## src/hdl/stdc_pkg.sv

```systemverilog
// Shared types, constants and hit-test helper for the settable time-of-day clock.
package stdc_pkg;

	localparam logic [15:0] DEFAULT_PERIOD = 16'd1000;

	localparam logic [5:0] SEC_RESET  = 6'd55;
	localparam logic [5:0] MIN_RESET  = 6'd59;
	localparam logic [4:0] HOUR_RESET = 5'd23;

	localparam logic [5:0] SEC_MAX  = 6'd59;
	localparam logic [5:0] MIN_MAX  = 6'd59;
	localparam logic [4:0] HOUR_MAX = 5'd23;

	// Screen rectangles, open bounds: lo < coord < hi
	localparam logic [7:0] ENTER_XL = 8'd55;
	localparam logic [7:0] ENTER_XH = 8'd170;
	localparam logic [7:0] ENTER_YL = 8'd25;
	localparam logic [7:0] ENTER_YH = 8'd60;

	localparam logic [7:0] SAVE_XL = 8'd60;
	localparam logic [7:0] SAVE_XH = 8'd180;
	localparam logic [7:0] SAVE_YL = 8'd190;
	localparam logic [7:0] SAVE_YH = 8'd230;

	localparam logic [7:0] HOUR_BTN_XL = 8'd60;
	localparam logic [7:0] HOUR_BTN_XH = 8'd75;
	localparam logic [7:0] MIN_BTN_XL  = 8'd110;
	localparam logic [7:0] MIN_BTN_XH  = 8'd125;
	localparam logic [7:0] UP_BTN_YL   = 8'd75;
	localparam logic [7:0] UP_BTN_YH   = 8'd110;
	localparam logic [7:0] DOWN_BTN_YL = 8'd140;
	localparam logic [7:0] DOWN_BTN_YH = 8'd175;

	localparam logic FUNC_TICK  = 1'b0;
	localparam logic FUNC_TOUCH = 1'b1;

	typedef struct packed {
		logic enter;
		logic save;
		logic hour_up;
		logic hour_down;
		logic min_up;
		logic min_down;
	} touch_hit_t;

	function automatic logic in_rect(input logic [7:0] x, input logic [7:0] y,
		input logic [7:0] xl, input logic [7:0] xh,
		input logic [7:0] yl, input logic [7:0] yh);
		return (x > xl) && (x < xh) && (y > yl) && (y < yh);
	endfunction

endpackage

```

## src/hdl/stdc_touch.sv

```systemverilog
// Touch hit-test decoder: maps a coordinate onto the fixed screen buttons.
module stdc_touch (
	input  logic [7:0]              touch_x,
	input  logic [7:0]              touch_y,
	output stdc_pkg::touch_hit_t    hit
);

	always_comb begin
		hit.enter     = stdc_pkg::in_rect(touch_x, touch_y,
			stdc_pkg::ENTER_XL, stdc_pkg::ENTER_XH,
			stdc_pkg::ENTER_YL, stdc_pkg::ENTER_YH);
		hit.save      = stdc_pkg::in_rect(touch_x, touch_y,
			stdc_pkg::SAVE_XL, stdc_pkg::SAVE_XH,
			stdc_pkg::SAVE_YL, stdc_pkg::SAVE_YH);
		hit.hour_up   = stdc_pkg::in_rect(touch_x, touch_y,
			stdc_pkg::HOUR_BTN_XL, stdc_pkg::HOUR_BTN_XH,
			stdc_pkg::UP_BTN_YL, stdc_pkg::UP_BTN_YH);
		hit.hour_down = stdc_pkg::in_rect(touch_x, touch_y,
			stdc_pkg::HOUR_BTN_XL, stdc_pkg::HOUR_BTN_XH,
			stdc_pkg::DOWN_BTN_YL, stdc_pkg::DOWN_BTN_YH);
		hit.min_up    = stdc_pkg::in_rect(touch_x, touch_y,
			stdc_pkg::MIN_BTN_XL, stdc_pkg::MIN_BTN_XH,
			stdc_pkg::UP_BTN_YL, stdc_pkg::UP_BTN_YH);
		hit.min_down  = stdc_pkg::in_rect(touch_x, touch_y,
			stdc_pkg::MIN_BTN_XL, stdc_pkg::MIN_BTN_XH,
			stdc_pkg::DOWN_BTN_YL, stdc_pkg::DOWN_BTN_YH);
	end

endmodule

```

## src/hdl/stdc_time.sv

```systemverilog
// Time-of-day state registers with prescaler, carries and set-mode adjustments.
module stdc_time (
	input  logic                    clk,
	input  logic                    arst_n,
	input  logic                    step,
	input  logic                    func,
	input  stdc_pkg::touch_hit_t    hit,
	input  logic [15:0]             period,
	output logic [4:0]              hours,
	output logic [5:0]              minutes,
	output logic [5:0]              seconds,
	output logic                    set_mode
);

	logic [15:0] ms_q, ms_d, ms_inc;
	logic [5:0]  sec_q, sec_d;
	logic [5:0]  min_q, min_d;
	logic [4:0]  hour_q, hour_d;
	logic        flag_q, flag_d;
	logic        flag_mid;
	logic        sec_tick;
	logic        inc_min, dec_min, inc_hour, dec_hour;

	always_comb begin
		ms_d     = ms_q;
		sec_d    = sec_q;
		min_d    = min_q;
		hour_d   = hour_q;
		flag_d   = flag_q;
		inc_min  = 1'b0;
		dec_min  = 1'b0;
		inc_hour = 1'b0;
		dec_hour = 1'b0;
		ms_inc   = ms_q + 16'd1;
		// a zero period behaves as one, and a counter wrap also fires
		sec_tick = (ms_inc >= period) || (ms_inc == 16'd0);
		flag_mid = flag_q;

		if (func == stdc_pkg::FUNC_TICK) begin
			if (sec_tick) begin
				ms_d = 16'd0;
				if (sec_q >= stdc_pkg::SEC_MAX) begin
					sec_d   = 6'd0;
					inc_min = 1'b1;
				end else begin
					sec_d = sec_q + 6'd1;
				end
			end else begin
				ms_d = ms_inc;
			end
		end else begin
			if (hit.enter) begin
				flag_mid = 1'b1;
			end
			if (hit.save) begin
				flag_mid = 1'b0;
			end
			flag_d = flag_mid;
			if (flag_mid) begin
				priority if (hit.hour_up) begin
					inc_hour = 1'b1;
				end else if (hit.hour_down) begin
					dec_hour = 1'b1;
				end else if (hit.min_up) begin
					inc_min = 1'b1;
				end else if (hit.min_down) begin
					dec_min = 1'b1;
				end else begin
					// no button hit: hold the time
				end
			end
		end

		if (inc_min) begin
			if (min_q >= stdc_pkg::MIN_MAX) begin
				min_d    = 6'd0;
				inc_hour = 1'b1;
			end else begin
				min_d = min_q + 6'd1;
			end
		end else if (dec_min) begin
			if ((min_q == 6'd0) || (min_q > stdc_pkg::MIN_MAX)) begin
				min_d    = stdc_pkg::MIN_MAX;
				dec_hour = 1'b1;
			end else begin
				min_d = min_q - 6'd1;
			end
		end

		if (inc_hour) begin
			hour_d = (hour_q >= stdc_pkg::HOUR_MAX) ? 5'd0 : hour_q + 5'd1;
		end else if (dec_hour) begin
			hour_d = ((hour_q == 5'd0) || (hour_q > stdc_pkg::HOUR_MAX)) ?
				stdc_pkg::HOUR_MAX : hour_q - 5'd1;
		end
	end

	always_ff @(posedge clk or negedge arst_n) begin
		if (!arst_n) begin
			ms_q   <= 16'd0;
			sec_q  <= stdc_pkg::SEC_RESET;
			min_q  <= stdc_pkg::MIN_RESET;
			hour_q <= stdc_pkg::HOUR_RESET;
			flag_q <= 1'b0;
		end else if (step) begin
			ms_q   <= ms_d;
			sec_q  <= sec_d;
			min_q  <= min_d;
			hour_q <= hour_d;
			flag_q <= flag_d;
		end
	end

	assign hours    = hour_q;
	assign minutes  = min_q;
	assign seconds  = sec_q;
	assign set_mode = flag_q;

	// a touch never moves the seconds or the prescaler
	a_touch_keeps_seconds: assert property (@(posedge clk) disable iff (!arst_n)
		(step && func == stdc_pkg::FUNC_TOUCH) |=> ($stable(sec_q) && $stable(ms_q)))
		else $error("touch item changed seconds or prescaler");

	a_time_in_range: assert property (@(posedge clk) disable iff (!arst_n)
		(hour_q <= stdc_pkg::HOUR_MAX) && (min_q <= stdc_pkg::MIN_MAX)
			&& (sec_q <= stdc_pkg::SEC_MAX))
		else $error("time register out of range");

	// a tick never changes the set-mode flag
	a_tick_keeps_flag: assert property (@(posedge clk) disable iff (!arst_n)
		(step && func == stdc_pkg::FUNC_TICK) |=> $stable(flag_q))
		else $error("tick item changed set mode");

endmodule

```

## src/hdl/settable_time_of_day_clock_unit.sv

```systemverilog
// Top level of the settable time-of-day clock: handshakes, input stage, result valid.
//
// Usage:
//   Input channel (in_valid / in_stall, fields func, touch_x, touch_y) carries
//   either a millisecond tick (func 0) or a touch event (func 1). Each item
//   yields one result on the output channel (out_valid / out_stall, fields
//   hours, minutes, seconds, set_mode) showing the time after that item.
//   The configuration channel (cfg_valid / cfg_ready, cfg_data) writes the
//   tick count per second; cfg_ready is always high. Write it only when idle.
// Flow: an accepted item is registered in the input register, then stepped into the
//   time state registers, which hold its result. Throughput: one item per cycle
//   while no result is stalled; these registers double as the result register, so
//   the next item is taken while a result waits, if the input register can move on.
// Reset: the clock reads 23:59:55, set mode off, period 1000, no result pending.
// Stall: while out_stall holds a pending result, the input register keeps its
//   item and in_stall rises once that register is full; the result stays put.
module settable_time_of_day_clock_unit (
	input  logic        clk,
	input  logic        arst_n,
	input  logic        in_valid,
	output logic        in_stall,
	input  logic        func,
	input  logic [7:0]  touch_x,
	input  logic [7:0]  touch_y,
	output logic        out_valid,
	input  logic        out_stall,
	output logic [4:0]  hours,
	output logic [5:0]  minutes,
	output logic [5:0]  seconds,
	output logic        set_mode,
	input  logic        cfg_valid,
	output logic        cfg_ready,
	input  logic [15:0] cfg_data
);

	logic        valid_s1;
	logic        func_s1;
	logic [7:0]  x_s1, y_s1;
	logic [15:0] period_q;
	logic        out_valid_q;
	logic        advance;
	logic        in_take;
	logic        step;
	stdc_pkg::touch_hit_t hit;

	assign advance   = !out_valid_q || !out_stall;
	assign step      = valid_s1 && advance;
	assign in_stall  = valid_s1 && !advance;
	assign in_take   = in_valid && !in_stall;
	assign cfg_ready = 1'b1;
	assign out_valid = out_valid_q;

	always_ff @(posedge clk or negedge arst_n) begin
		if (!arst_n) begin
			valid_s1    <= 1'b0;
			out_valid_q <= 1'b0;
			period_q    <= stdc_pkg::DEFAULT_PERIOD;
		end else begin
			if (in_take) begin
				valid_s1 <= 1'b1;
			end else if (step) begin
				valid_s1 <= 1'b0;
			end
			if (step) begin
				out_valid_q <= 1'b1;
			end else if (!out_stall) begin
				out_valid_q <= 1'b0;
			end
			if (cfg_valid && cfg_ready) begin
				period_q <= cfg_data;
			end
		end
	end

	// payload of the input register, no reset needed
	always_ff @(posedge clk) begin
		if (in_take) begin
			func_s1 <= func;
			x_s1    <= touch_x;
			y_s1    <= touch_y;
		end
	end

	stdc_touch u_touch (
		.touch_x (x_s1),
		.touch_y (y_s1),
		.hit     (hit)
	);

	stdc_time u_time (
		.clk      (clk),
		.arst_n   (arst_n),
		.step     (step),
		.func     (func_s1),
		.hit      (hit),
		.period   (period_q),
		.hours    (hours),
		.minutes  (minutes),
		.seconds  (seconds),
		.set_mode (set_mode)
	);

	// every processed item must raise a result next cycle
	a_step_gives_result: assert property (@(posedge clk) disable iff (!arst_n)
		step |=> out_valid_q)
		else $error("processed item produced no result");

	// a stalled result keeps its time fields
	a_stalled_result_holds: assert property (@(posedge clk) disable iff (!arst_n)
		(out_valid_q && out_stall) |=> ($stable(hours) && $stable(minutes)
			&& $stable(seconds) && $stable(set_mode)))
		else $error("result changed while stalled");

	// input back-pressure only when the input register is full and blocked
	a_stall_cause: assert property (@(posedge clk) disable iff (!arst_n)
		in_stall |-> (valid_s1 && out_valid_q && out_stall))
		else $error("input stalled without a blocked item");

endmodule

```

## config.mk

```make
export PLATFORM = sky130hd
export DESIGN_NAME = settable_time_of_day_clock_unit
export DESIGN_NICKNAME = d
export VERILOG_FILES = /design/src/hdl/stdc_pkg.sv /design/src/hdl/stdc_touch.sv /design/src/hdl/stdc_time.sv /design/src/hdl/settable_time_of_day_clock_unit.sv
export SDC_FILE = /design/constraint.sdc
export NUM_CORES = 1
export LEC_CHECK = 0
export BUFFER_PORTS_ARGS = -buffer_cell sky130_fd_sc_hd__buf_4
export CAP_MARGIN = 15
export CELL_PAD_IN_SITES_DETAIL_PLACEMENT = 0
export CELL_PAD_IN_SITES_GLOBAL_PLACEMENT = 2
export CORE_ASPECT_RATIO = 0.5
export CORE_MARGIN = 2
export CORE_UTILIZATION = 32
export CTS_CLUSTER_SIZE = 14
export DETAILED_ROUTE_END_ITERATION = 10
export PLACE_DENSITY = 0.74
export SLEW_MARGIN = 20
export SYNTH_ARGS = -nofsm -noshare
export SYNTH_HDL_FRONTEND = slang
export SYNTH_SLANG_ARGS = --single-unit
```

## constraint.sdc

```tcl
create_clock -name clk -period 3.5 [get_ports clk]
set_input_delay 0.35 -clock clk [delete_from_list [all_inputs] [get_ports clk]]
set_output_delay 0.35 -clock clk [all_outputs]
set_load 0.02 [all_outputs]
```

**Word-level counts from Yosys, hierarchy flattened**

Index checks and enable logic that the tools add are counted.

- Input bits: 38
- Bits in read-only memories: 0
- Output and inout bits: 21
- RAM bits: 0
- Latch bits: 0
- Bits in registers: 69
- Memories: 0

- Equality and inequality tests: 1
- Add/subtract/negate cells: 6
- Div/mod/pow operators: 0
- Order comparisons: 21
- Bitwise operators: 1
- Shifts and indexed selects: 0
- Reduce and logical (&&, ||, !) cells: 38
- Multiplexer cells: 42
- Multipliers: 0

Operator list:

| cell | number |
|---|---|
| less-than comparator 8 bit, second input constant | 4 |
| 2-to-1 mux 1 bit | 32 |
| 2-to-1 mux 6 bit | 5 |
| less-than comparator 8 x 7 -> 1 bit, second input constant | 3 |
| 2-to-1 mux 5 bit | 4 |
| logical AND 1 bit | 19 |
| adder 16 x 1 -> 16 bit, second input constant | 1 |
| >= comparator 16 bit | 1 |
| greater-than comparator 8 x 6 -> 1 bit, second input constant | 2 |
| greater-than comparator 8 x 7 -> 1 bit, second input constant | 2 |
| greater-than comparator 8 bit, second input constant | 2 |
| logical NOT 16 bit | 1 |
| 2-to-1 mux 16 bit | 1 |
| adder 6 x 1 -> 6 bit, second input constant | 2 |
| >= comparator 6 bit, second input constant | 2 |
| greater-than comparator 8 x 5 -> 1 bit, second input constant | 1 |
| less-than comparator 8 x 6 -> 1 bit, second input constant | 1 |
| AND reduction 2 bit | 4 |
| greater-than comparator 6 bit, second input constant | 1 |
| logical NOT 6 bit | 1 |
| nonzero test 2 bit | 3 |
| subtractor 6 x 1 -> 6 bit, second input constant | 1 |
| adder 5 x 1 -> 5 bit, second input constant | 1 |
| >= comparator 5 bit, second input constant | 1 |
| 8 further kinds | 14 |

**Depth between registers and ports, before layout**

- Depth after elaboration: 14
- Gate-level depth with buffers: 17
- Mapped depth without buffers: 15

**Cells and area by module**

Synthesis repeated with hierarchy kept, for this count alone.

- Cells, all modules: 501
- Area, all modules: 4724.5 um^2

Modules (own cells, without submodules):

| module | cells an instance | times used | area an instance (um^2) | seq. area each (um^2) |
|---|---|---|---|---|
| stdc_time | 396 | 1 | 3161.8 | 868.3 |
| settable_time_of_day_clock_unit | 61 | 1 | 1265.0 | 968.4 |
| stdc_touch | 44 | 1 | 297.8 | 0.0 |

**Worst setup path after synthesis**

OpenSTA, ideal clock, no wires.

- Path kind: register -> register
- From: reg u_time.ms_q[0]
- To: reg u_time.sec_q[3] (netlist: u_time.seconds[3])
- Arrival: 3.270 ns
- Setup time: 0.125 ns
- Stages on the path, launching flop included: 15
- Path slack: 0.106 ns
- Period minus slack after synthesis: 3.394 ns
- Required time: 3.375 ns
- Buffers on the path: 1
- Cell sequence: dfrtp_1 -> ha_1 -> buf_2 -> nand4_1 -> nor3_1 -> xor2_1 -> ha_1 -> nand2_1 -> o21a_1 -> nand2_1 -> o21ai_0 -> nand2_1 -> o21ai_1 -> nor2_1 -> mux2_2

- Cells in the longest elaborated chain, start to end: 4
- Elaborated cells on any way between the ends: 5
- Classes of those cells: 1 x add/sub; 1 x order compare; 3 x reduce/logical

Ends and longest elaborated chain:

| element | line | RTL |
|---|---|---|
| start, declared | stdc_time.sv:15 | `logic [15:0] ms_q, ms_d, ms_inc;` |
| start signal, assigned | stdc_time.sv:106 | `ms_q <= ms_d;` |
| adder 16 x 1 -> 16 bit (*) | stdc_time.sv:34 | `ms_inc = ms_q + 16'd1;` |
| >= comparator 16 bit or logical NOT 16 bit (tied branches) | stdc_time.sv:36 | `sec_tick = (ms_inc >= period) \|\| (ms_inc == 16'd0);` |
| logical OR 1 bit (*) | stdc_time.sv:36 |  |
| AND reduction 3 bit (no line) (*) | n/a |  |
| end signal, assigned | stdc_time.sv:101 | `sec_q <= stdc_pkg::SEC_RESET;` |
| end, declared | stdc_time.sv:16 | `logic [5:0] sec_q, sec_d;` |

Mark *: on every way between the ends. The rest lies on a longest branch, timed or not.
A chain may end at the register's enable or synchronous reset.

**Worst setup path after layout**

- From: reg u_time.ms_q[5]
- To: reg u_time.ms_q[10]

- Cells in the longest elaborated chain, start to end: 4
- Elaborated cells on any way between the ends: 5
- Classes of those cells: 1 x add/sub; 1 x order compare; 1 x mux; 2 x reduce/logical

Ends and longest elaborated chain:

| element | line | RTL |
|---|---|---|
| adder 16 x 1 -> 16 bit (*) | stdc_time.sv:34 |  |
| >= comparator 16 bit or logical NOT 16 bit (tied branches) | stdc_time.sv:36 |  |
| logical OR 1 bit | stdc_time.sv:36 |  |
| 2-to-1 mux 16 bit (*) | stdc_time.sv:40 | `if (sec_tick) begin` |

Marks and branches as above.

==> flow_summary.json <==
{
  "grt_usage_pct": 16.7,
  "synth_fa_ha_area_share_pct": 6.63,
  "drc_errors": 0,
  "synth_top_area_share_pct": 17.7,
  "netlist_top_cells_area": "dfrtp_1 (18%), dfstp_2 (12%), edfxtp_1 (11%)",
  "synthToLayoutAreaGrowth_pct": 28.0,
  "startpoint_type": "flip-flop",
  "synth_edf_count": 17,
  "synthesis.area_um2": 4530,
  "cts_tree": "done",
  "pwr-share-comb_pct": 23.7,
  "drv_cap": 0,
  "drv_slew": 0,
  "setup_viol": 0,
  "numClockSinks": 69,
  "grt_first_pass_wirelength_mm": 19.7,
  "hp-class": "in -> async",
  "port_buffers": 57,
  "p_seq_share_pct": 39.3,
  "die_x_um": 172,
  "h-tree-depth": 3,
  "grt_max_degree": 53,
  "synth_mux_area_share_pct": 0.939,
  "finalHoldViolCount": 0,
  "dpl_worst_slack_ns": -0.0414,
  "synthArstFlopShare_pct": 75.4,
  "initial_utilization_pct": 33.1,
  "antenna_found_initial": 0,
  "first_pass_iters": 6,
  "min_period_ns": 3.32,
  "fin_ws_ns": 0.182,
  "core_area_um2": 13700,
  "slew_headroom_pct": 49.7,
  "rsz0062_at_grt": "yes",
  "yosysUniqueCellTypes": 67,
  "synth_warnings": 0,
  "cp_max_fo": 5,
  "seq_area_frac_synth_pct": 40.5,
  "cts-root-buf": "clkbuf_16",
  "clkSlewWorstSetupHoldPaths_ns": 0.06,
  "path_class": "reg -> reg",
  "numCtsBuffers": 9,
  "clkPwrFrac_pct": 37.0,
  "rows": 30,
  "drive_above_1_share_pct": 29.0,
  "synth_top_family_by_area": "simple AND/OR/NAND/NOR gates",
  "syn_avg_cell_area_um2": 8.96,
  "die_area_um2": 15200,
  "fmax_ghz": 0.301,
  "wl_per_cell_um": 14.6,
  "grt_pass1_vias": 3869,
  "synth_seq_cells": 69,
  "synth_common_cells": "nand2_1 (68), o21ai_0 (49), nor2_1 (35)",
  "ys.flop_type": "dfrtp_1",
  "status": "completed",
  "overflow": 0,
  "synth-simple-area-share_pct": 22.9,
  "finClkSkew_ns": 0.00837,
  "die_h_um": 88.2,
  "ant_nets": 0,
  "synth_xor_xnor_area_share_pct": 3.09,
  "p_int_w": 0.00177,
  "wirelength_mm": 11.5,
  "yosysMostFrequentCell": "nand2_1",
  "ir_drop_uv": 195,
  "drtIter0Drc": 204,
  "ios": 59,
  "synthCells": 506,
  "fin_nets": 654,
  "synth-compound-area-share_pct": 20.0,
  "antenna_cells": 0,
  "yosysTopAreaCell": "dfrtp_1",
  "worstPathArrival_ns": 3.55,
  "p_switching_w": 0.000794,
  "gp_congestion": 0.801,
  "p_leak_nw": 2.51,
  "post-dp-hpwl_mm": 8.35,
  "worst_pin_slew_ns": 0.754,
  "cp.required_ns": 3.74,
  "cts_max_path_buffers": 2,
  "p_per_area_nw_per_um2": 442,
  "viasPerCell": 4.98,
  "synth_fp_nets": 568,
  "via_count": 3931,
  "swShare_pct": 30.9,
  "worstSkewPairLatency_ns": 0.34,
  "hold_ws_ns": 0.0818,
  "holdBufCountCts": 0,
  "end_kind": "flip-flop",
  "fin_crit_sh_pct": 94.8
}
[placed cells by master (no fill, tap or decap), drive strengths merged, types with 3 or more instances in the layout]
master,synthesis,layout
ha,24,24
o31ai,11,11
a211o,3,3
and3,6,6
a21oi,22,22
o21a,4,4
buf,16,104
clkbuf,13,9
nand2,69,69
xnor2,10,10
nand2b,8,8
or2,5,5
a32oi,3,3
nor3,18,18
a21o,7,7
dfrtp,32,32
o21ai,52,52
o211ai,5,5
edfxtp,17,17
xor2,6,6
nand4,10,10
nor2,35,35
nor4,9,9
o22ai,3,3
dfstp,20,20
inv,30,34
or3,4,4
o22a,3,3
a31oi,8,8
and2,5,5
nand3,13,13
[power groups by stage]
stage / registers (W) / clock network (W) / logic [W]
after floorplan: 0.00102 / 0 / 0.000338
after global placement: 0.00102 / 0 / 0.000562
after detailed placement: 0.00102 / 0 / 0.000564
after CTS: 0.00101 / 0.000980 / 0.000576
after global routing: 0.00102 / 0.00101 / 0.000688
final: 0.00101 / 0.000948 / 0.000608
[path summary, 6_finish.rpt]
path,slack (ns),depth (start not counted),end,from
min,0.08,1,u_time.hours[3],arst_n
min in group clk,0.18,1,x_s1[0],touch_x[0]
max reg2reg,0.18,13,u_time.ms_q[10],u_time.ms_q[5]
max in group asynchronous,2.89,1,u_time.ms_q[6],arst_n
min reg2reg,0.50,2,u_time.seconds[1],u_time.seconds[1]
max,0.18,13,u_time.ms_q[10],u_time.ms_q[5]
[area by class of cell]
cell class / count / area (µm²)
clock buffers: 9 / 225
inverters: 30 / 113
multi-input cells: 378 / 2500
flip-flops and latches: 69 / 1840
repair buffers: 104 / 801
well taps: 192 / 240
fillers: 1394 / 7900
clock inverters: 7 / 81.3
[registers in the layout, indices dropped and copies added (netlist names)]
signal,cells
y_s1,8
u_time.minutes,6
u_time.set_mode,1
u_time.seconds,6
x_s1,8
func_s1,1
u_time.hours,5
period_q,16
u_time.ms_q,16
valid_s1,1
out_valid,1
[metrics by stage]
| stage | total power (W) | util (%) | setup TNS [ns] | instance area, µm² | std cells |
|---|---|---|---|---|---|
| floorplan | 0.00136 | - | 0 | 4530 | 506 |
| global placement | 0.00158 | 39.1 | -0.00276 | 5360 | 766 |
| detailed placement | 0.00158 | 39.1 | -0.122 | 5360 | 766 |
| CTS | 0.00256 | 41.6 | 0 | 5700 | 784 |
| global route | 0.00272 | 42.3 | -0.0541 | 5800 | 789 |
| finish | 0.00257 | 42.3 | 0 | 5800 | 789 |
[critical path: stages (launching register included)]
cell     delay [ns]
dfrtp_1        0.43
nand4_4        0.17
nor4_4         0.38
nand3_2        0.15
xnor2_1        0.16
ha_1           0.29
a21o_1         0.18
a21o_1         0.18
a21oi_2        0.18
buf_4          0.16
nand2_1        0.13
or3_1          0.44
buf_4          0.18
o31ai_1        0.20
[routing by layer]
| metal | track usage [%] | share of wire [%] | up-vias |
|---|---|---|---|
| li1 | - | - | 1998 |
| met1 | 23.3 | 51 | 1863 |
| met2 | 25.7 | 44 | 55 |
| met3 | 3.84 | 3.2 | 15 |
| met4 | 5.12 | 1.7 | 0 |
| met5 | 0 | 0 | - |
[kinds of logic (layout without fill, tap and decap cells)]
group / Yosys count / after routing
DFF: 69 / 69
adders and majority gates: 24 / 24
other: 1 / 1
xor gates and xnor gates: 16 / 16
muxes: 4 / 4
buffers and inverters: 59 / 150
AOI/OAI and AO/OA: 140 / 140
and+or+nand+nor: 193 / 193
[what timing repair did]
action | in CTS | in global routing
setup buffers | 2 | 5
resized for setup | 6 | 16
hold endpoints to repair | 0 | 0
pin swaps | 3 | 13
setup endpoints to repair | 5 | 28
Note: power is estimated with default switching activity, not from simulation.
